`config.mk`:
```
export PLATFORM = sky130hd
export DESIGN_NAME = meter_telemetry_framer_crc8
export DESIGN_NICKNAME = d
export VERILOG_FILES = /design/src/hdl/mtf_pkg.sv /design/src/hdl/mtf_sequencer.sv /design/src/hdl/mtf_datapath.sv /design/src/hdl/meter_telemetry_framer_crc8.sv
export SDC_FILE = /design/constraint.sdc
export NUM_CORES = 1
export LEC_CHECK = 0
export ABC_AREA = 1
export BUFFER_PORTS_ARGS = -buffer_cell sky130_fd_sc_hd__buf_2
export CORE_ASPECT_RATIO = 1.25
export CORE_MARGIN = 1
export CORE_UTILIZATION = 60
export DETAILED_ROUTE_END_ITERATION = 16
export PLACE_DENSITY_LB_ADDON = 0.12
export SLEW_MARGIN = 15
export SYNTH_ARGS = -nofsm -noshare
export SYNTH_HDL_FRONTEND = slang
export SYNTH_SLANG_ARGS = --single-unit
```
`constraint.sdc`:
```
create_clock -name clk -period 27.3 [get_ports clk]
set_input_delay 2.73 -clock clk [delete_from_list [all_inputs] [get_ports clk]]
set_output_delay 2.73 -clock clk [all_outputs]
set_load 0.02 [all_outputs]
```
`src/hdl/mtf_pkg.sv`:
```
// ----------------------------------------------------------------------------
// mtf_pkg
// Shared types, constants and control program for the telemetry framer.
// ----------------------------------------------------------------------------
package mtf_pkg;

  localparam int FRAME_BYTES = 41;
  localparam int STEP_W      = $clog2(FRAME_BYTES);
  localparam int VEC_BYTES   = 32;
  localparam int SEL_W       = $clog2(VEC_BYTES);

  localparam logic [7:0] SYNC_HI     = 8'h5A;
  localparam logic [7:0] SYNC_LO     = 8'hE1;
  localparam logic [7:0] FMT_VERSION = 8'h01;
  localparam logic [7:0] PAYLOAD_LEN = 8'd28;
  localparam logic [7:0] CRC_POLY    = 8'h07;
  localparam logic [7:0] FLAGS_BASE  = 8'h05;

  // byte-vector layout: flags, MAC msb first, then little-endian data fields
  localparam int VEC_FLAGS = 0;
  localparam int VEC_MAC   = 1;
  localparam int VEC_DATA  = 7;

  typedef struct packed {
    logic        relay_closed;
    logic        relay_command;
    logic [15:0] voltage_decivolts;
    logic [23:0] current_milliamps;
    logic [20:0] power_watts;
    logic [15:0] power_factor_milli;
    logic [15:0] frequency_decihertz;
    logic [30:0] energy_centi_kwh;
    logic [31:0] uptime_seconds;
  } in_t;

  typedef struct packed {
    logic [7:0] frame_byte;
    logic       last_byte;
  } out_t;

  typedef enum logic [1:0] {
    SRC_LIT,
    SRC_VEC,
    SRC_CRC
  } src_t;

  // one control word per program step
  typedef struct packed {
    logic             wait_in;  // hold here until a snapshot arrives; load it
    src_t             src;
    logic [SEL_W-1:0] sel;
    logic [7:0]       lit;
    logic             last;     // final byte, jump back to step 0
  } ucode_t;

  // datapath control for the current step
  typedef struct packed {
    logic             go;
    logic             load;
    src_t             src;
    logic [SEL_W-1:0] sel;
    logic [7:0]       lit;
    logic             last;
  } ctrl_t;

  function automatic ucode_t ucode(input logic [STEP_W-1:0] step);
    ucode_t w;
    w.wait_in = 1'b0;
    w.src     = SRC_LIT;
    w.sel     = '0;
    w.lit     = 8'h00;
    w.last    = 1'b0;
    case (step) inside
      STEP_W'(0): begin
        w.wait_in = 1'b1;
        w.lit     = SYNC_HI;
      end
      STEP_W'(1): w.lit = SYNC_LO;
      STEP_W'(2): w.lit = FMT_VERSION;
      STEP_W'(3): begin
        w.src = SRC_VEC;
        w.sel = SEL_W'(VEC_FLAGS);
      end
      STEP_W'(4): w.lit = 8'h00;
      [STEP_W'(5):STEP_W'(10)]: begin
        w.src = SRC_VEC;
        w.sel = SEL_W'(step - STEP_W'(5 - VEC_MAC));
      end
      STEP_W'(11): w.lit = PAYLOAD_LEN;
      STEP_W'(12): w.lit = 8'h00;
      [STEP_W'(13):STEP_W'(36)]: begin
        w.src = SRC_VEC;
        w.sel = SEL_W'(step - STEP_W'(13 - VEC_DATA));
      end
      STEP_W'(FRAME_BYTES - 1): begin
        w.src  = SRC_CRC;
        w.last = 1'b1;
      end
      default: w.lit = 8'h00;  // reserved bytes
    endcase
    return w;
  endfunction

  // CRC-8, msb first, no reflection
  function automatic logic [7:0] crc8_byte(input logic [7:0] crc, input logic [7:0] b);
    logic [7:0] c;
    c = crc ^ b;
    for (int k = 0; k < 8; k++) begin
      c = c[7] ? ({c[6:0], 1'b0} ^ CRC_POLY) : {c[6:0], 1'b0};
    end
    return c;
  endfunction

endpackage

```
`src/hdl/mtf_sequencer.sv`:
```
// ----------------------------------------------------------------------------
// mtf_sequencer
// Step counter over the framer's control program; one step per output word.
// ----------------------------------------------------------------------------
module mtf_sequencer (
  input  logic           clk,
  input  logic           rst,
  input  logic           in_valid,
  output logic           in_ready,
  input  logic           slot_free,
  output mtf_pkg::ctrl_t ctrl
);

  logic [mtf_pkg::STEP_W-1:0] step;
  logic [mtf_pkg::STEP_W-1:0] step_next;
  mtf_pkg::ucode_t            cw;
  logic                       go;

  assign cw       = mtf_pkg::ucode(step);
  assign in_ready = cw.wait_in & slot_free;
  assign go       = slot_free & (~cw.wait_in | in_valid);

  assign step_next = cw.last ? '0 : step + 1'b1;

  always_ff @(posedge clk) begin
    if (rst) begin
      step <= '0;
    end else if (go) begin
      step <= step_next;
    end
  end

  assign ctrl.go   = go;
  assign ctrl.load = cw.wait_in;
  assign ctrl.src  = cw.src;
  assign ctrl.sel  = cw.sel;
  assign ctrl.lit  = cw.lit;
  assign ctrl.last = cw.last;

endmodule

```
`src/hdl/mtf_datapath.sv`:
```
// ----------------------------------------------------------------------------
// mtf_datapath
// Snapshot registers, byte select, running CRC and output register.
// ----------------------------------------------------------------------------
module mtf_datapath (
  input  logic           clk,
  input  logic           rst,
  input  mtf_pkg::in_t   snap_in,
  input  logic           mac_we,
  input  logic [47:0]    mac_wdata,
  input  mtf_pkg::ctrl_t ctrl,
  output logic           slot_free,
  output logic           out_valid,
  input  logic           out_ready,
  output mtf_pkg::out_t  out_data
);

  logic [47:0]  mac;
  logic [7:0]   flags;
  logic [191:0] data_le;
  logic [7:0]   crc;
  logic [7:0]   byte_sel;
  logic [7:0]   vec [mtf_pkg::VEC_BYTES];
  logic [23:0]  power_x10;
  logic [40:0]  energy_x1000;

  // power * 10 keeps the low 24 bits
  assign power_x10 = 24'({snap_in.power_watts, 3'b000}) + 24'({snap_in.power_watts, 1'b0});
  // energy * 1000 = x*1024 - x*16 - x*8
  assign energy_x1000 = (41'(snap_in.energy_centi_kwh) << 10)
                      - (41'(snap_in.energy_centi_kwh) << 4)
                      - (41'(snap_in.energy_centi_kwh) << 3);

  always_ff @(posedge clk) begin
    if (rst) begin
      mac <= '0;
    end else if (mac_we) begin
      mac <= mac_wdata;
    end
  end

  always_ff @(posedge clk) begin
    if (ctrl.go && ctrl.load) begin
      flags   <= mtf_pkg::FLAGS_BASE | {4'b0000, snap_in.relay_command, 1'b0,
                                        snap_in.relay_closed, 1'b0};
      data_le <= {snap_in.uptime_seconds, 23'd0, energy_x1000,
                  snap_in.frequency_decihertz, snap_in.power_factor_milli,
                  power_x10, snap_in.current_milliamps, snap_in.voltage_decivolts};
    end
  end

  always_comb begin
    for (int i = 0; i < mtf_pkg::VEC_BYTES; i++) begin
      vec[i] = 8'h00;
    end
    vec[mtf_pkg::VEC_FLAGS] = flags;
    for (int i = 0; i < 6; i++) begin
      vec[mtf_pkg::VEC_MAC + i] = mac[8*(5-i) +: 8];
    end
    for (int i = 0; i < 24; i++) begin
      vec[mtf_pkg::VEC_DATA + i] = data_le[8*i +: 8];
    end
  end

  always_comb begin
    case (ctrl.src)
      mtf_pkg::SRC_LIT: byte_sel = ctrl.lit;
      mtf_pkg::SRC_VEC: byte_sel = vec[ctrl.sel];
      mtf_pkg::SRC_CRC: byte_sel = crc;
      default:          byte_sel = 8'h00;
    endcase
  end

  // first word of a frame restarts the CRC from zero
  always_ff @(posedge clk) begin
    if (rst) begin
      crc <= '0;
    end else if (ctrl.go) begin
      crc <= mtf_pkg::crc8_byte(ctrl.load ? 8'h00 : crc, byte_sel);
    end
  end

  assign slot_free = ~out_valid | out_ready;

  always_ff @(posedge clk) begin
    if (rst) begin
      out_valid <= 1'b0;
    end else if (ctrl.go) begin
      out_valid <= 1'b1;
    end else if (out_ready) begin
      out_valid <= 1'b0;
    end
  end

  always_ff @(posedge clk) begin
    if (ctrl.go) begin
      out_data.frame_byte <= byte_sel;
      out_data.last_byte  <= ctrl.last;
    end
  end

endmodule

```
`src/hdl/meter_telemetry_framer_crc8.sv`:
```
// ----------------------------------------------------------------------------
// meter_telemetry_framer_crc8
// Turns one energy-meter snapshot into a 41-byte telemetry frame with CRC-8.
// ----------------------------------------------------------------------------
// Input channel (in_valid/in_ready/in_data) takes one snapshot word; the
// output channel (out_valid/out_ready/out_data) sends the frame one byte per
// word, last_byte marking the trailing CRC byte. mac_we/mac_wdata set the
// station MAC; the user must write it only while no frame is in flight;
// the block does not enforce this. A short control program steps through the
// frame, one step per byte. The snapshot is taken in step 0, which also
// issues the first byte, so the first byte appears in the cycle after
// acceptance. The next snapshot can be accepted only once the step counter
// returns to step 0 after the CRC byte and the output slot is free.
// The output register is the only buffer: a stall on out_ready freezes the
// step counter and the CRC until the waiting byte is taken. in_ready is high
// only at step 0 while the output slot is free.
// Reset clears the step counter, CRC, output valid and the MAC (to zero).
// ----------------------------------------------------------------------------
module meter_telemetry_framer_crc8 (
  input  logic          clk,
  input  logic          rst,
  input  logic          in_valid,
  output logic          in_ready,
  input  mtf_pkg::in_t  in_data,
  output logic          out_valid,
  input  logic          out_ready,
  output mtf_pkg::out_t out_data,
  input  logic          mac_we,
  input  logic [47:0]   mac_wdata
);

  mtf_pkg::ctrl_t ctrl;
  logic           slot_free;

  mtf_sequencer u_seq (
    .clk       (clk),
    .rst       (rst),
    .in_valid  (in_valid),
    .in_ready  (in_ready),
    .slot_free (slot_free),
    .ctrl      (ctrl)
  );

  mtf_datapath u_dp (
    .clk       (clk),
    .rst       (rst),
    .snap_in   (in_data),
    .mac_we    (mac_we),
    .mac_wdata (mac_wdata),
    .ctrl      (ctrl),
    .slot_free (slot_free),
    .out_valid (out_valid),
    .out_ready (out_ready),
    .out_data  (out_data)
  );

endmodule
```
# Word-level counts from Yosys, hierarchy flattened
# Cells that the tools add are included.
[classes] n_addsub=6 mul=0 div_mod_pow=0 n_lt_le_gt_ge=5 eq_ne=9 shift=0 muxes=53 bitwise_logic=16 reduce_logical=6
[op_table] op="8-bit two-way mux" count=8
[op_table] op="5-bit two-way mux" count=11
[op_table] op="41-bit by 34-bit subtractor with 41-bit output" count=1
[op_table] op="41-bit by 35-bit subtractor with 41-bit output" count=1
[op_table] op="8-bit binary-select mux with 5-bit select" count=1
[op_table] op="24-bit by 22-bit adder with 24-bit output" count=1
[op_table] op="3-bit two-way mux" count=8
[op_table] op="3-bit inverter" count=8
[op_table] op="8-bit case mux with 3 select lines" count=1
[op_table] op="2-bit two-way mux" count=10
[op_table] op="1-bit two-way mux" count=13
[op_table] op="6-bit by 2-bit equality test with 1-bit output (second input constant)" count=2
[op_table] op="6-bit by 4-bit equality test with 1-bit output (second input constant)" count=2
[op_table] op="5-bit by 3-bit subtractor with 5-bit output (second input constant)" count=2
[op_table] op="8-bit XOR" count=1
[op_table] op="6-bit by 1-bit adder with 6-bit output (second input constant)" count=1
[op_table] op="6-bit by 1-bit equality test with 1-bit output (second input constant)" count=1
[op_table] op="6-bit by 3-bit equality test with 1-bit output (second input constant)" count=1
[op_table] op="6-bit equality test (second input constant)" count=1
[op_table] op="6-bit by 3-bit >= comparator with 1-bit output (second input constant)" count=1
[op_table] op="6-bit by 4-bit >= comparator with 1-bit output (second input constant)" count=1
[op_table] op="6-bit >= comparator (second input constant)" count=1
[op_table] op="6-bit by 4-bit less-or-equal comparator with 1-bit output (second input constant)" count=1
[op_table] op="6-bit less-or-equal comparator (second input constant)" count=1
[op_table] op="11 further kinds" count=16
[totals] regBits=243 latch_bits=0 ramBits=0 mem_bits_ro=0 in_bits=211 output_inout_bits=11 elab_cells=103 n_memories=0

# Logic depth before layout (Yosys ltp)
# Gate-level depths: netlist (run 1).
[depth] depth_word=33 mapped_depth=29 mapped_depth_nobuf=28

# Modules after synthesis
# A second synthesis (run 1) with hierarchy kept.
[unflattened] hier_cells=1726 area_unflattened_um2=14667.8
[modules_own_cells] mod="mtf_datapath" n_inst=1 cells_each=1593 area_each_um2=13817.0 seq_area_each_um2=6426.2
[modules_own_cells] mod="mtf_sequencer" n_inst=1 cells_each=133 area_each_um2=850.8 seq_area_each_um2=120.1

# Worst setup path before layout (run 1)
# OpenSTA, ideal clock, no wires.
[synth_timing] path_type="in2reg" startpoint="in out_ready" endpoint="reg u_dp.data_le[0] (enable)" setup_ns=0.697 arrival_ns=10.114 required_time_ns=26.603 setup_slack_ns=16.489 stages=5 path_buffers=1 cell_sequence="nor2_1 inv_1 nand2_1 clkbuf_1 nor2_1"
[synth_via] elab_chain_cells=3
[synth_rtl] element="start, declared" line_no="meter_telemetry_framer_crc8.sv:26" source="input logic out_ready,"
[synth_rtl] element="1-bit OR" line_no="mtf_datapath.sv:83" source="assign slot_free = ~out_valid | out_ready;"
[synth_rtl] element="1-bit bitwise AND" line_no="mtf_sequencer.sv:21" source="assign go = slot_free & (~cw.wait_in | in_valid);"
[synth_rtl] element="1-bit logical AND" line_no="mtf_datapath.sv:43" source="if (ctrl.go && ctrl.load) begin"
[synth_rtl] element="end signal, assigned" line_no="mtf_datapath.sv:46" source="data_le <= {snap_in.uptime_seconds, 23'd0, energy_x1000,"
[synth_rtl] element="end, declared" line_no="mtf_datapath.sv:20" source="logic [191:0] data_le;"
# No other way between the ends.
# A chain may end at the register's enable or synchronous reset.

# Final worst setup path (run 1)
[layout_timing] startpoint="in out_ready" endpoint="out in_ready"
[layout_via] elab_chain_cells=2
[layout_rtl] element="1-bit OR" line_no="mtf_datapath.sv:83"
[layout_rtl] element="1-bit bitwise AND" line_no="mtf_sequencer.sv:20" source="assign in_ready = cw.wait_in & slot_free;"
[layout_rtl] element="end, declared" line_no="meter_telemetry_framer_crc8.sv:23" source="output logic in_ready,"
# No other way between the ends.

==> flow_summary_export.csv, run 1 <==
group,metric,value,unit
run_status,outcome,"completed",
synthesis,synthCells,1637,
synthesis,synthXorXnorAreaFrac,4.035,%
die,die_w,140.1,um
route,drtIter0Drc,984,
clock_tree,cts_tree,"yes",
place,dp_hpwl,27450,um
route,drcViolationCount,0,
synthesis,async_flop_share,0,%
clock_tree,htreeDepth,1,
run,max_cap_violations,0,
timing,maxSlewHeadroom,38.18,%
timing,tightest_slew,0.9274,ns
die,num_rows,62,
worst_hold_path,min_path_type,"reg2reg",
die,dieArea,0.02445,mm^2
timing,finalSetupTns,0,ns
global_routing,grt_max_degree,108,
synthesis,ys_top_cells_by_area,"edfxtp_1 (37%), nand2_1 (9.1%), dfxtp_1 (8.8%)",
die,core_area,0.02319,mm^2
die,dieHeight,174.6,um
synthesis,synth_fa_ha_area_share,9.979,%
clock_tree,clk_path_buf_depth,3,
critical_path,cp-start-kind,"primary input",
clock_tree,cts_resized,0,
clock_tree,clkLatencyLatePin,0.51,ns
timing,fin_worst_hold_slack,0.4586,ns
timing,setup_viol_count_final,0,
power,irDropWorstVdd,38.04,uV
global_routing,grt-ovfl-total,0,
route,vias,12026,
power,p_leak,7.173,nW
synthesis,synth_edf_count,176,
synthesis,syn_nets,1947,
global_routing,grt_first_pass_wirelength,59430,um
final_layout,drive_above_1_share,16.21,%
clock_tree,cts-root-buf,"clkbuf_16",
route,highest_layer,"met5",
clock_tree,post_cts_buffers,0,
critical_path,cp.arrival,3.17,ns
synthesis,synth.avg_cell_area,8.732,um^2
power,finalPower,1.196,mW
critical_path,worstPathRequired,24.57,ns
synthesis,synth_warnings,0,
synthesis,yosys.cell_count.top_type,"nand2_1",
final_layout,final_nets,2140,
synthesis,synth_area,0.01429,mm^2
timing,period_share,21.61,%
synthesis,synth_area_leader_cell,"edfxtp_1",
synthesis,synth_top_area_share,36.97,%
synthesis,ys_seq_area_share,45.80,%
critical_path,crit_fanout,2,
clock_tree,numClockSinks,239,
route,drtAntennaViolNets,0,
synthesis,synth_compound_area_share,9.515,%
global_routing,grt_pass1_vias,11708,
timing,slew_viol_final,0,
clock_tree,ctsHoldBuffers,0,
clock_tree,clkTransAtPathRegs,0.07,ns
route,avgRoutedWirePerCell,17.72,um
die,ioPinCount,222,
synthesis,synth_mux_area_share,0,%
global_routing,gr-usage-all-layers,31.24,%
route,vias_per_cell,5.628,
route,wl,37860,um
synthesis,netlist_top_cells_count,"nand2_1 (347), nand3_1 (229), edfxtp_1 (176)",
synthesis,synth_ff_type,"edfxtp_1",
synthesis,synth_top_family_by_area,"simple AND/OR/NAND/NOR gates",
timing,hold_viol,0,
timing,finClkSkew,0.01110,ns
critical_path,worstSetupPathType,"in2out",
route,drtPass1Iterations,6,
power,power_density,74.01,mW/mm^2
final_layout,area_delta_synth_final,13.07,%
route,dr_wl_met2,19430,um
timing,rsz0062_at_grt,"false",
route,met1_length,15290,um
synthesis,synth-simple-area-share,24.51,%
place,place.gp.congestion,0.9281,
clock_tree,cts_made_buffers,23,
synthesis,ys_types,48,
route,dr_wl_met3,2089,um
place,numPortBuffers,221,
timing,fin_crit,5.900,ns
timing,clock.fmax,0.1695,GHz
die,initial_core_util,61.62,%
critical_path,worst_setup_path_end_kind,"output pin",
synthesis,synth-seq-cells,239,
global_routing,antenna_found_initial,5,
[cell usage in the layout, fill, tap and decap left out, types with 4 or more instances in the layout]
cell,n
nor2_1,158
xor2_1,45
nand3_4,4
o21ai_0,97
inv_1,128
o21a_1,4
clkinv_2,5
o21ai_1,10
clkbuf_1,7
nand4_1,10
a21o_1,4
buf_4,7
buf_2,221
o211ai_1,12
clkbuf_16,24
dfxtp_1,63
a21oi_1,106
edfxtp_1,176
inv_2,8
nand2_2,11
nand2_1,347
nor2_4,4
nand3_1,229
nand3b_1,5
xnor2_1,19
ha_1,74
diode_2,5
fa_1,25
a21boi_0,5
[report_power, final]
group | internal (mW) | switching [mW] | total, mW
combinational | 0.117 | 0.245 | 0.362
clock | 0.170 | 0.132 | 0.301
sequential | 0.506 | 0.0261 | 0.533
[flip-flops by register name, indices dropped and copies added (netlist names)]
signal and cells:
u_dp.data_le 165, u_dp.mac 48, u_dp.out_data 9, u_dp.crc 8, u_seq.step 6, u_dp.flags 2
u_dp.out_valid 1
[through the flow]
stage	utilization, %	cells	cell area [um^2]	setup slack [ns]
global route	69.65	2134	16150	21.18
CTS	69.62	2132	16150	21.40
detailed placement	66.65	2093	15460	21.07
floorplan	-	1637	14290	16.49
global placement	66.65	2093	15460	21.18
finish	69.68	2137	16160	21.40
[worst paths after layout]
| check | from | endpoint | slack (ns) | cells after the start |
|---|---|---|---|---|
| setup / recovery | out_ready | in_ready | 21.40 | 4 |
| hold / removal | u_dp.mac[7] | u_dp.mac[7] | 0.46 | 2 |
| setup reg to reg | u_seq.step[1] | u_dp.crc[2] | 22.51 | 25 |
| hold reg to reg | u_dp.mac[7] | u_dp.mac[7] | 0.46 | 2 |
[per-layer routing]
metal,vias up,GRT usage [%]
li1,5933,-
met3,78,3.884
met2,397,57.10
met4,2,9.890
met5,-,0
met1,5616,38.07
[worst max-delay path: stages]
cell and delay [ns]:
buf_2 0.09, nor2_1 0.13, nor2_1 0.06, buf_2 0.16
[area by class of cell]
class | count | area (um^2)
inverters | 138 | 520.5
repair buffers | 228 | 1159
flip-flops and latches | 239 | 6546
fillers | 1892 | 7033
clock inverters | 8 | 62.56
diodes | 5 | 12.51
clock buffers | 31 | 626.9
multi-input cells | 1200 | 6874
well taps | 288 | 360.3
[cell families (layout without fill, tap and decap cells)]
group / Yosys count / after routing
other: 0 / 5
DFF: 239 / 239
buffers and inverters: 198 / 405
adders and majority gates: 99 / 99
xor gates and xnor gates: 65 / 65
and+or+nand+nor: 784 / 784
AOI/OAI and AO/OA: 252 / 252
(Power assumes the default switching activity.)
==> run 2, diff against run 1 <==
--- a/config.mk
+++ b/config.mk
@@ -9,7 +9,7 @@
 export BUFFER_PORTS_ARGS = -buffer_cell sky130_fd_sc_hd__buf_2
 export CORE_ASPECT_RATIO = 1.25
 export CORE_MARGIN = 1
-export CORE_UTILIZATION = 60
+export CORE_UTILIZATION = 58
 export DETAILED_ROUTE_END_ITERATION = 16
 export PLACE_DENSITY_LB_ADDON = 0.12
 export SLEW_MARGIN = 15
==> constraint.sdc (replaced) <==
create_clock -name clk -period 5.81 [get_ports clk]
set_input_delay 0.581 -clock clk [delete_from_list [all_inputs] [get_ports clk]]
set_output_delay 0.581 -clock clk [all_outputs]
set_load 0.02 [all_outputs]
==> run 2 against run 1 <==
Compared with the run above:
- count of clock-buffer cells in the layout shrank 1
- critical path type is now reg2reg
- register-to-register slack lost 21 ns
- combinational power grew to 4.7 times the previous value
- clock skew grew 0.010 ns
- critical path depth grew 23
- utilization shrank 1.8 points
==> flow_summary_export.csv, run 2 (same netlist as run 1, synthesis figures left out) <==
group,metric,value,unit
critical_path,cp-start-kind,"flop",
final_layout,top_register,"u_dp.data_le",
global_routing,grt_first_pass_wirelength,61240,um
critical_path,crit_fanout,73,
timing,rsz0062_at_grt,"false",
final_layout,reg_top3,"u_dp.data_le (165), u_dp.mac (48), u_dp.out_data (9)",
route,vias,12116,
timing,fin_crit,4.444,ns
clock_tree,clkLatencyLatePin,0.53,ns
place,dp_hpwl,29070,um
power,switching_share,34.47,%
timing,clock.fmax,0.2250,GHz
timing,finClkSkew,0.02130,ns
global_routing,antenna_found_initial,1,
route,drtPass1Iterations,5,
global_routing,grt_max_degree,129,
critical_path,max_stage_delay,0.66,ns
clock_tree,clkTransAtPathRegs,0.07,ns
power,finalPower,5.699,mW
die,dieArea,0.02528,mm^2
final_layout,drive_above_1_share,16.44,%
timing,slew_viol_final,0,
worst_hold_path,min_path_type,"in2reg",
clock_tree,ctsHoldBuffers,0,
run_status,outcome,"completed",
die,dieHeight,177.5,um
place,numPortBuffers,221,
critical_path,worstSetupPathType,"reg2reg",
final_layout,final_nets,2141,
critical_path,worstPathRequired,6.23,ns
timing,setup_viol_count_final,0,
timing,finalSetupTns,0,ns
power,p_sw,1.964,mW
final_layout,stdcell_count,2175,
clock_tree,clk_path_buf_depth,3,
timing,hold_viol,0,
die,die_w,142.4,um
timing,fin_worst_hold_slack,0.2250,ns
clock_tree,numClockSinks,239,
die,ioPinCount,222,
final_layout,area_delta_synth_final,13.73,%
place,dp_cells,2130,
critical_path,cp.arrival,4.87,ns
power,p_leak,7.186,nW
route,drtIter0Drc,795,
route,wl,39320,um
power,power_density,350.6,mW/mm^2
timing,maxSlewHeadroom,37.00,%
global_routing,grt_pass1_vias,11860,
clock_tree,cts-root-buf,"clkbuf_16",
final_layout,final_util,67.84,%
final_layout,final_cell_mix,"nand2_1 (347), nand3_1 (229), buf_2 (221)",
power,intPower,3.735,mW
route,drtAntennaViolNets,0,
route,avgRoutedWirePerCell,18.08,um
route,vias_per_cell,5.571,
clock_tree,cts_made_buffers,24,
critical_path,cp_slowest_cell,"buf_4",
clock_tree,cts_tree,"yes",
global_routing,grt-ovfl-total,0,
critical_path,cpMostUsedCell,"nand2_1",
clock_tree,post_cts_buffers,0,
die,num_rows,63,
clock_tree,cts_resized,0,
critical_path,worst_setup_path_end_kind,"flop",
global_routing,gr-usage-all-layers,31.53,%
clock_tree,htreeDepth,1,
power,seqPwrFrac,44.3,%
timing,period_share,76.49,%
power,irDropWorstVdd,251.2,uV
die,core_area,0.02396,mm^2
power,pwr-share-comb,30.0,%
final_layout,layout_commonest_cell,"nand2_1",
route,drcViolationCount,0,
die,initial_core_util,59.65,%
timing,tightest_slew,0.9436,ns
run,max_cap_violations,0,
power,clkPwrFrac,25.7,%
place,place.gp.congestion,0.9519,
final_layout,largest_reg_flops,165,
==> run 2: cell types whose count changed in the layout (fill, tap and decap cells not counted) <==
| cell | previous run | this run |
|---|---|---|
| clkbuf_16 | 24 | 25 |
| buf_12 | 0 | 1 |
| clkinv_4 | 0 | 2 |
| buf_4 | 7 | 6 |
| clkbuf_1 | 7 | 5 |
| clkinv_1 | 3 | 5 |
| inv_6 | 0 | 3 |
| clkinv_2 | 5 | 2 |
| clkinvlp_4 | 0 | 3 |
| diode_2 | 5 | 1 |
| bufinv_16 | 1 | 0 |
==> run 2: final timing paths <==
path	from	end	slack (ns)	cells after the start
worst max-delay path	u_seq.step[1]	u_dp.crc[2]	1.37	27
worst min-delay path	in_data[116]	u_dp.data_le[16]	0.22	1
worst max register to register	u_seq.step[1]	u_dp.crc[2]	1.37	27
worst min register to register	u_dp.mac[44]	u_dp.mac[44]	0.47	2
==> run 2: layout make-up <==
type                            instances  area [um^2]
Inverter                              138        520.5
Multi-Input combinational cell       1200         6874
Antenna cell                            1        2.502
Clock inverter                         14        91.34
Sequential cell                       239         6546
Timing Repair Buffer                  228         1171
Fill cell                            2051         7706
Tap cell                              325        406.6
Clock buffer                           30        644.4
==> run 2: layer usage <==
| layer | global-route usage, % | wire, um | up-vias |
|---|---|---|---|
| li1 | - | - | 5952 |
| met1 | 38.73 | 15680 | 5668 |
| met2 | 56.17 | 19990 | 407 |
| met3 | 3.130 | 2061 | 89 |
| met4 | 13.49 | 1586 | 0 |
| met5 | 0 | 0 | - |
==> run 2: worst max-delay path, delay by kind of cell, from the launching register on <==
family	cells	cell delay, ns
flip-flops	1	0.50
AND/OR/NAND/NOR	21	2.41
AO/OA/AOI/OAI	1	0.16
adder cells (fa/ha/maj)	1	0.29
buffers and inverters	4	0.96
==> run 2: stage by stage <==
stage                     setup WS (ns)  instance area [um^2]
after floorplan                   1.453                 14300
after global placement            1.460                 15520
after detailed placement          1.437                 15520
after CTS                         1.405                 16250
after global routing             0.9018                 16260
final                             1.366                 16260
==> run 2: power by group through the flow <==
stage / logic, mW / clock network, mW / registers [mW]
floorplan: 1.19 / 0 / 2.55
global placement: 1.67 / 0 / 2.55
detailed placement: 1.69 / 0 / 2.56
CTS: 1.70 / 1.48 / 2.52
global route: 1.90 / 1.55 / 2.55
finish: 1.71 / 1.46 / 2.53
==> run 3, diff against run 2 <==
--- a/config.mk
+++ b/config.mk
@@ -5,11 +5,11 @@
 export SDC_FILE = /design/constraint.sdc
 export NUM_CORES = 1
 export LEC_CHECK = 0
-export ABC_AREA = 1
+export ABC_AREA = 0
 export BUFFER_PORTS_ARGS = -buffer_cell sky130_fd_sc_hd__buf_2
 export CORE_ASPECT_RATIO = 1.25
 export CORE_MARGIN = 1
-export CORE_UTILIZATION = 58
+export CORE_UTILIZATION = 52
 export DETAILED_ROUTE_END_ITERATION = 16
 export PLACE_DENSITY_LB_ADDON = 0.12
 export SLEW_MARGIN = 15
==> constraint.sdc (replaced) <==
create_clock -name clk -period 3.7 [get_ports clk]
set_input_delay 0.37 -clock clk [delete_from_list [all_inputs] [get_ports clk]]
set_output_delay 0.37 -clock clk [all_outputs]
set_load 0.02 [all_outputs]
==> run 3 against run 2 <==
Compared with the run above:
- the run now ends with setup timing left
- clock skew shrank 0.0034 ns
- setup slack lost 1.6 ns
- hold slack lost 0.22 ns
- clock power grew 69%
- synthesized area shrank 0.84%
- sequential share of layout area shrank 6.1 points
- count of clock-buffer cells in the layout shrank 2
- critical path type unchanged
- critical endpoint unchanged
- largest cell class unchanged
- largest power group unchanged
==> flow_summary_export.csv, run 3 <==
group,metric,value,unit
clock_tree,cts_made_buffers,25,
critical_path,worst_setup_path_end_kind,"flop",
timing,period_share,107.5,%
global_routing,antenna_found_initial,1,
final_layout,multiInputGateArea,0.007674,mm^2
timing,hold_viol,0,
synthesis,synth_edf_count,176,
place,numPortBuffers,221,
run_status,outcome,"finished, violations left",
route,dr_wl_met3,2322,um
route,avgRoutedWirePerCell,20.86,um
clock_tree,clkLatencyLatePin,0.55,ns
global_routing,grt_first_pass_wirelength,65690,um
route,wl,44390,um
global_routing,grt-ovfl-total,0,
timing,fin_ws,-0.2774,ns
route,highest_layer,"met4",
route,vias_per_cell,5.691,
final_layout,final_util,71.48,%
clock_tree,cts_tree,"yes",
power,seqPwrFrac,40.8,%
power,p_sw,2.745,mW
synthesis,synth_top_area_share,37.29,%
clock_tree,cts-root-buf,"clkbuf_16",
die,num_rows,67,
route,drtAntennaViolNets,0,
power,p_leak,8.202,nW
final_layout,fin_area,0.01917,mm^2
timing,rsz0062_at_grt,"true",
die,core_area,0.02683,mm^2
synthesis,synth_ff_type,"edfxtp_1",
worst_hold_path,min_path_type,"in2reg",
die,die_w,149.7,um
power,intPower,6.051,mW
synthesis,synth-seq-cells,239,
synthesis,synthCells,1304,
final_layout,reg_top3,"u_dp.data_le (165), u_dp.mac (48), u_dp.out_data (9)",
route,dr_wl_met2,22610,um
place,placed_area,0.01720,mm^2
global_routing,grt_max_degree,112,
final_layout,area_delta_synth_final,35.28,%
die,initial_core_util,52.84,%
synthesis,synth_warnings,0,
global_routing,gr-usage-all-layers,31.02,%
run_status,violations,"setup timing",
die,dieHeight,186.6,um
critical_path,worstSetupPathType,"reg2reg",
synthesis,synth_area_leader_cell,"edfxtp_1",
run,max_cap_violations,0,
synthesis,ys_seq_area_share,46.19,%
route,vias,12111,
final_layout,seqCellArea,0.006555,mm^2
final_layout,top_register,"u_dp.data_le",
route,drtPass1Iterations,8,
critical_path,cp.arrival,4.38,ns
power,switching_share,31.21,%
timing,tightest_slew,0.8036,ns
place,place.gp.congestion,0.9940,
synthesis,async_flop_share,0,%
synthesis,synth_area,0.01417,mm^2
global_routing,grt_pass1_vias,11921,
power,pwr-share-comb,31.0,%
place,dp_hpwl,33740,um
timing,maxSlewHeadroom,46.42,%
synthesis,ys_types,99,
timing,slew_viol_final,0,
power,irDropWorstVdd,331.2,uV
power,power_density,458.7,mW/mm^2
timing,clock.fmax,0.2514,GHz
timing,finalSetupTns,-0.9783,ns
final_layout,layout_commonest_cell,"buf_2",
critical_path,crit_fanout,8,
clock_tree,numClockSinks,239,
critical_path,cp-start-kind,"flop",
synthesis,synth.avg_cell_area,10.87,um^2
timing,setup_viol_count_final,8,
synthesis,ys_top_cells_by_area,"edfxtp_1 (37%), dfxtp_1 (8.9%), mux2i_1 (6.8%)",
clock_tree,clkTransAtPathRegs,0.06,ns
die,dieArea,0.02793,mm^2
place,place_ws,-0.3538,ns
power,clkPwrFrac,28.1,%
final_layout,drive_above_1_share,35.41,%
final_layout,largest_reg_flops,165,
clock_tree,htreeDepth,1,
synthesis,yosys.cell_count.top_type,"edfxtp_1",
route,drcViolationCount,0,
clock_tree,clk_path_buf_depth,3,
synthesis,syn_nets,1614,
critical_path,worstPathRequired,4.10,ns
route,met1_length,17820,um
timing,fin_crit,3.977,ns
final_layout,final_cell_mix,"buf_2 (221), buf_4 (212), edfxtp_1 (176)",
route,drtIter0Drc,785,
final_layout,num-fill-cells,2028,
synthesis,netlist_top_cells_count,"edfxtp_1 (176), nand2_1 (107), nor2_1 (107)",
die,ioPinCount,222,
final_layout,final_nets,2074,
timing,finClkSkew,0.01786,ns
## run 3: changes by cell type after synthesis, sizes merged, moves of 17 or more
cell	delta
mux2i	+96
a211oi	+17
o21ai	-54
nand2	-253
nor3	+23
xnor2	+26
nand3	-194
a21oi	-24
xor2	-24
nor2	-57
a21o	+18
inv	-72
## run 3: kinds of logic (layout without fill, tap and decap cells)
family,after synthesis,count (layout),share of synthesized area [%]
xor gates and xnor gates,71,71,4.917
adders and majority gates,99,99,10.06
other,0,1,0
and+or+nand+nor,345,345,11.52
AOI/OAI and AO/OA,320,320,15.72
buffers and inverters,123,601,3.858
DFF,239,239,46.19
muxes,107,107,7.733
## run 3: worst paths after layout
check	endpoint	cells past startpoint	slack (ns)	start
max	u_dp.crc[2]	18	-0.28	u_seq.step[1]
min	u_dp.data_le[161]	1	0.009	in_data[1]
max reg2reg	u_dp.crc[2]	18	-0.28	u_seq.step[1]
min reg2reg	u_dp.mac[40]	2	0.50	u_dp.mac[40]
## run 3: critical path: stages (launching register included)
cell and delay, ns:
dfxtp_4 0.39, clkinv_4 0.08, ha_4 0.17, nor4_4 0.34, nor3_4 0.07, buf_6 0.13
nor4_4 0.32, a21o_1 0.18, buf_12 0.17, mux2i_4 0.28, nor3_2 0.08, nor4_2 0.31
buf_4 0.17, o2bb2ai_4 0.12, xnor2_2 0.16, xor3_2 0.41, and3b_1 0.20, nor3_2 0.16
a21oi_1 0.08
## run 3: cell type report
class / instances / area share (%)
Multi-Input combinational cell: 942 / 40.02
Sequential cell: 239 / 34.19
Timing Repair Buffer: 489 / 17.94
Clock buffer: 28 / 3.321
Tap cell: 345 / 2.251
Inverter: 67 / 1.377
Clock inverter: 17 / 0.8874
Antenna cell: 1 / 0.01305
## run 3: timing repair
| item | 4_1_cts | 5_1_grt |
|---|---|---|
| setup buffers | 20 | 20 |
| pin swaps | 24 | 47 |
| gates cloned | 1 | 1 |
| setup endpoints to repair | 8 | 11 |
| hold buffers | 19 | 2 |
| resized for setup | 47 | 90 |
| hold endpoints to repair | 19 | 2 |
## run 3: routing by layer
metal / vias up / global-route usage (%)
li1: 5754 / -
met4: 0 / 9.479
met1: 5783 / 38.64
met3: 117 / 2.983
met2: 457 / 56.02
met5: - / 0
## run 3: stage by stage
step,hold WS [ns],cells,total power [mW]
floorplan,0.4452,1304,5.127
global placement,0.4738,2025,6.055
detailed placement,0.4828,2025,6.081
CTS,0.0008138,2109,8.650
global route,0.0002667,2127,9.168
finish,0.008530,2128,8.795
## run 3: power by group through the flow
stage | sequential, mW | combinational (mW) | clock [mW]
6_report | 3.59 | 2.73 | 2.47
5_1_grt | 3.61 | 2.94 | 2.61
4_1_cts | 3.57 | 2.58 | 2.50
3_5_place_dp | 3.61 | 2.47 | 0
3_3_place_gp | 3.61 | 2.44 | 0
2_1_floorplan | 3.59 | 1.54 | 0
